## src/rtl/ppcr_pkg.sv

```systemverilog
// Shared types, constants and helpers for the disc pair collision resolver.
package ppcr_pkg;

	localparam int FRAC_BITS_DEF = 16;
	localparam int DATA_W        = 32;
	localparam int RAD_W         = 30;
	localparam int BNC_W         = 17;
	localparam int SEP_W         = RAD_W + 1;
	localparam int SQ_IN_W       = 2 * SEP_W + 1;
	localparam int SQ_STAGES     = (SQ_IN_W + 1) / 2;
	localparam logic [BNC_W-1:0] BOUNCE_ONE = BNC_W'(65536);

	localparam logic CFG_RADIUS = 1'b0;
	localparam logic CFG_BOUNCE = 1'b1;

	typedef struct packed {
		logic signed [DATA_W-1:0] first_pos_x;
		logic signed [DATA_W-1:0] first_pos_y;
		logic signed [DATA_W-1:0] first_vel_x;
		logic signed [DATA_W-1:0] first_vel_y;
		logic signed [DATA_W-1:0] second_pos_x;
		logic signed [DATA_W-1:0] second_pos_y;
		logic signed [DATA_W-1:0] second_vel_x;
		logic signed [DATA_W-1:0] second_vel_y;
	} pair_t;

	typedef struct packed {
		logic signed [DATA_W-1:0] new_first_pos_x;
		logic signed [DATA_W-1:0] new_first_pos_y;
		logic signed [DATA_W-1:0] new_first_vel_x;
		logic signed [DATA_W-1:0] new_first_vel_y;
		logic signed [DATA_W-1:0] new_second_pos_x;
		logic signed [DATA_W-1:0] new_second_pos_y;
		logic signed [DATA_W-1:0] new_second_vel_x;
		logic signed [DATA_W-1:0] new_second_vel_y;
		logic                     overlapped;
		logic                     bounced;
	} result_t;

	function automatic logic signed [DATA_W-1:0] sat32(input logic signed [63:0] v);
		logic signed [63:0] hi;
		logic signed [63:0] lo;
		hi = 64'sd2147483647;
		lo = -64'sd2147483648;
		if (v > hi) begin
			return hi[DATA_W-1:0];
		end else if (v < lo) begin
			return lo[DATA_W-1:0];
		end
		return v[DATA_W-1:0];
	endfunction

endpackage

```

## src/rtl/ppcr_div.sv

```systemverilog
// Pipelined restoring divider, two numerators over one divisor, one quotient bit per stage.
module ppcr_div #(
	parameter int FRAC_BITS = ppcr_pkg::FRAC_BITS_DEF,
	parameter int SIDE_W    = 1
) (
	input  logic                          clk,
	input  logic                          arst_n,
	input  logic                          in_vld,
	input  logic [ppcr_pkg::SEP_W-1:0]    num_x,
	input  logic [ppcr_pkg::SEP_W-1:0]    num_y,
	input  logic [ppcr_pkg::SEP_W-1:0]    den,
	input  logic [SIDE_W-1:0]             in_side,
	output logic                          out_vld,
	output logic [FRAC_BITS:0]            quo_x,
	output logic [FRAC_BITS:0]            quo_y,
	output logic [SIDE_W-1:0]             out_side
);
	localparam int N  = FRAC_BITS + 1;
	localparam int DW = ppcr_pkg::SEP_W;
	localparam int RW = DW + FRAC_BITS + 1;

	logic [RW-1:0]      rx_s   [N+1];
	logic [RW-1:0]      ry_s   [N+1];
	logic [FRAC_BITS:0] qx_s   [N+1];
	logic [FRAC_BITS:0] qy_s   [N+1];
	logic [DW-1:0]      d_s    [N+1];
	logic               vld_s  [N+1];
	logic [SIDE_W-1:0]  side_s [N+1];

	assign rx_s[0]   = RW'(num_x) << FRAC_BITS;
	assign ry_s[0]   = RW'(num_y) << FRAC_BITS;
	assign qx_s[0]   = '0;
	assign qy_s[0]   = '0;
	assign d_s[0]    = den;
	assign vld_s[0]  = in_vld;
	assign side_s[0] = in_side;

	for (genvar g = 0; g < N; g++) begin : g_stage
		logic [RW-1:0] dsh;
		logic          gx;
		logic          gy;
		assign dsh = RW'(d_s[g]) << (FRAC_BITS - g);
		assign gx  = rx_s[g] >= dsh;
		assign gy  = ry_s[g] >= dsh;

		always_ff @(posedge clk or negedge arst_n) begin
			if (!arst_n) begin
				vld_s[g+1] <= 1'b0;
			end else begin
				vld_s[g+1] <= vld_s[g];
			end
		end

		always_ff @(posedge clk) begin
			side_s[g+1] <= side_s[g];
			d_s[g+1]    <= d_s[g];
			rx_s[g+1]   <= gx ? rx_s[g] - dsh : rx_s[g];
			ry_s[g+1]   <= gy ? ry_s[g] - dsh : ry_s[g];
			qx_s[g+1]   <= {qx_s[g][FRAC_BITS-1:0], gx};
			qy_s[g+1]   <= {qy_s[g][FRAC_BITS-1:0], gy};
		end
	end

	assign out_vld  = vld_s[N];
	assign quo_x    = qx_s[N];
	assign quo_y    = qy_s[N];
	assign out_side = side_s[N];
endmodule

```

## config.mk

```make
export PLATFORM = sky130hd
export DESIGN_NAME = ppcr_div
export DESIGN_NICKNAME = d
export VERILOG_FILES = /design/src/rtl/ppcr_pkg.sv /design/src/rtl/ppcr_div.sv
export SDC_FILE = /design/constraint.sdc
export NUM_CORES = 2
export LEC_CHECK = 0
export BUFFER_PORTS_ARGS = -buffer_cell sky130_fd_sc_hd__buf_2
export CAP_MARGIN = 20
export CORE_MARGIN = 2
export CORE_UTILIZATION = 40
export DETAILED_ROUTE_END_ITERATION = 10
export MAX_ROUTING_LAYER = met4
export PLACE_DENSITY = 0.64
export RECOVER_POWER = 100
export SETUP_SLACK_MARGIN = 0.5
export SYNTH_ARGS = -nofsm -noshare
export SYNTH_HDL_FRONTEND = slang
export SYNTH_SLANG_ARGS = --single-unit
```

## constraint.sdc

```tcl
create_clock -name clk -period 4.05 [get_ports clk]
set_input_delay 0.81 -clock clk [delete_from_list [all_inputs] [get_ports clk]]
set_output_delay 0.81 -clock clk [all_outputs]
set_load 0.02 [all_outputs]
```

==> results by group <==
Min path
  – Hold Startpoint: num_x[6]
  – Hold path depth: 3
  – Hold EP: rx_s[790]
  – Min-delay worst type: in2reg

Critical path
  – Reg2reg start: d_s[202]
  – Critical path peak fanout: 9
  – R2r endpoint: ry_s[271]
  – Crit end category: flip-flop
  – Worst EP arrival: approximately 4.6 ns
  – Worst EP required: around 4.8 ns
  – Crit path kind: reg2reg
  – Startpoint Class: flip-flop
  – Critical Path Source: d_s[202]
  – Worst R2R Setup Slack: roughly 0.17 ns
  – FF-to-FF path depth: 16

Global routing
  – Vias in the first global route: roughly 94000
  – Largest net degree at the start of global routing: 65
  – Initial antenna violation count: 6
  – Global-route usage over all layers: 0.238
  – Gr ovfl total: 0
  – First-pass GRT wire length: around 520000 um

Layout
  – Final net count: 14900
  – Layout cells sized above 1: 0.135
  – Layout area overhead: 18.8%
  – Design area: approximately 130000 um^2

Timing
  – Fin. Hold Viols: 0
  – Setup TNS: 0 ns
  – Minimum clock period: a little under 4 ns
  – Pin slew with the least headroom to its limit: about 0.89 ns
  – Slew headroom: 0.405
  – Final period utilization: 0.958
  – Setup Skew: 0.0750 ns
  – Slew Limit Fails: 0
  – FMAX: approximately 0.26 GHz
  – Setup Viol. Count Final: 0
  – RSZ-0062 raised after global routing: yes

Yosys
  – Synth top cells by count: dfxtp_1, a21oi_1, nand2_1, ha_1, o21ai_0
  – Ys flop type: dfxtp_1
  – Post-synth EDFFs: 0
  – Top cell type by total area after synthesis: dfxtp_1
  – Sequential element share of the synthesized area: 0.375
  – Synth Register Bits: 2100
  – Avg Inst Size Synth: between 8 and 9 um^2
  – Post-synth cell types: 117
  – Syn_nets: 14200
  – Synth Warn #: 0
  – Async set-reset flop share out of synthesis: 0.00810
  – Mapped Cells: 13000
  – Top post-synthesis cells by area: dfxtp_1, ha_1, a21oi_1
  – Dominant cell by count in the synthesized netlist: dfxtp_1
  – Synth top area share: 0.371
  – Post-Syn Area: between 100000 and 150000 um^2

Die
  – Initial Util: 0.402
  – Die footprint: about 290000 um^2
  – Core area: 279000 um^2
  – Row count: ~190
  – Height of the chip: roughly 530 um
  – Die Span X: about 530 um
  – IO Count: roughly 130

Routing
  – DR iter-0 viols: approximately 5100
  – DRT Wirelength: ~350000 um
  – Post-route ant nets: 0
  – DR vias: ~94000
  – Drt pass-1 iters: 6
  – Vias/cell: 5.35
  – WL/cell: around 20 um
  – Drc violations: 0

Power
  – Leakage power: just under 60 nW
  – VDD IR max: just over 0.4 mV
  – PwrDens: slightly below 900 nW/um^2

Place
  – Area post-placement: 121000 um^2
  – Port Buffers: ~130
  – Final Wtd Congestion: roughly 1.0
  – HPWL Detailed: 274000 um

Status
  – Outcome: completed

Clock network
  – Htree depth: 4
  – Worst skew pair latency: around 0.93 ns
  – Clock buffer count from CTS: 228
  – Clock-pin slew on the worst setup and hold paths: approximately 0.06 ns
  – Max Root-Sink Buffers: 4
  – CTS root buffer: clkbuf_16
  – CTS tree: built
  – CTS sink count: between 2000 and 2500

Flow run
  – Max-cap viol count: 0
-- metrics by stage --
stage / instances / setup slack, ns / power, mW / hold slack [ns] / utilization
floorplan: 13000 / 0.523 / 73.2 / 0.310 / -
global placement: 17000 / -0.247 / 91.0 / 0.310 / 0.433
detailed placement: 17000 / -0.207 / 91.2 / 0.312 / 0.433
CTS: 17500 / 0.378 / 115 / 0.0408 / 0.468
global route: 17600 / 0.156 / 125 / 0.104 / 0.478
finish: 17600 / 0.171 / 117 / 0.111 / 0.478
-- logic make-up (layout without fill, tap and decap cells) --
kind of cell	after synthesis	after routing	synth area share
AND/OR/NAND/NOR	3654	3654	0.156
adder cells (fa/ha/maj)	1084	1084	0.123
flip-flops	2100	2100	0.375
XOR/XNOR	1122	1122	0.0875
other	0	15	0
AO/OA/AOI/OAI	3703	3703	0.202
multiplexers	147	147	0.0147
buffers and inverters	1191	2068	0.0417
-- routing by layer --
| layer | up-vias | GRT usage | routed length [um] |
|---|---|---|---|
| met5 | - | - | 0 |
| met4 | 0 | 0.192 | 34800 |
| met3 | 1180 | 0.0239 | 10800 |
| met2 | 2383 | 0.441 | 178000 |
| met1 | 43500 | 0.221 | 122000 |
| li1 | 47200 | - | - |
-- placed cells by master, fill, tap and decap left out, types with 239 or more instances in the layout --
master     synthesis  final
xnor2_1          610    607
clkbuf_16          0    239
buf_4             35    595
a21oi_1         1256   1183
nand3_1          272    265
inv_1            762    742
a21o_1           541    539
dfxtp_1         2083   2072
xor2_1           512    510
ha_1            1052    964
nand2_1         1165   1160
o21ai_0          956    901
nor2_1           917    902
-- critical path, cell delays in order, from the launching register on --
cell       delay (ns)
dfxtp_1          0.44
inv_1            0.10
ha_1             0.30
clkbuf_1         0.17
a21o_1           0.19
a21o_1           0.20
a21oi_1          0.16
a2bb2oi_1        0.22
o21ai_2          0.08
clkbuf_1         0.14
o31ai_1          0.28
buf_4            0.20
or3b_2           0.12
nor2b_2          0.56
clkbuf_1         0.30
o21ai_0          0.14
buf_4            0.17
-- how the worst max path moves through the flow --
| stage | end | slack, ns | cells past startpoint |
|---|---|---|---|
| floorplan | rx_s[785] | 0.52 | 15 |
| global placement | rx_s[702] | -0.25 | 13 |
| detailed placement | rx_s[702] | -0.21 | 13 |
| CTS | rx_s[393] | 0.38 | 17 |
| global route | rx_s[719] | 0.16 | 17 |
| finish | ry_s[271] | 0.17 | 16 |
-- final cells by class --
type                            count  area (um^2)
Antenna cell                       15         37.5
Clock buffer                      314         6580
Clock inverter                    100         1460
Fill cell                       26600       146000
Inverter                          767         2900
Multi-Input combinational cell   9710        68700
Sequential cell                  2100        42100
Tap cell                         3724         4660
Timing Repair Buffer              887         6970
-- registers in the layout, indices dropped and copies added, names as in the netlist --
signal and flops:
ry_s 632, qx_s 136, quo_y 17, out_vld 1, d_s 496, quo_x 17
side_s 16, qy_s 136, rx_s 632, out_side 1, vld_s 16
-- where the power goes --
part           internal [mW]  switching, mW
Combinational           27.0           33.9
Sequential              28.4           5.98
Clock                   13.3           8.73
Total                   68.7           48.6
-- what timing repair did --
item | CTS | global route
hold endpoints to repair | 50 | 0
pin swaps | 70 | 163
gates resized for setup | 245 | 544
hold buffers | 34 | 0
endpoints found under the setup margin | 769 | 699
setup buffers | 51 | 75
cloned | 5 | 9
Note: power is estimated with default switching activity, not from simulation.
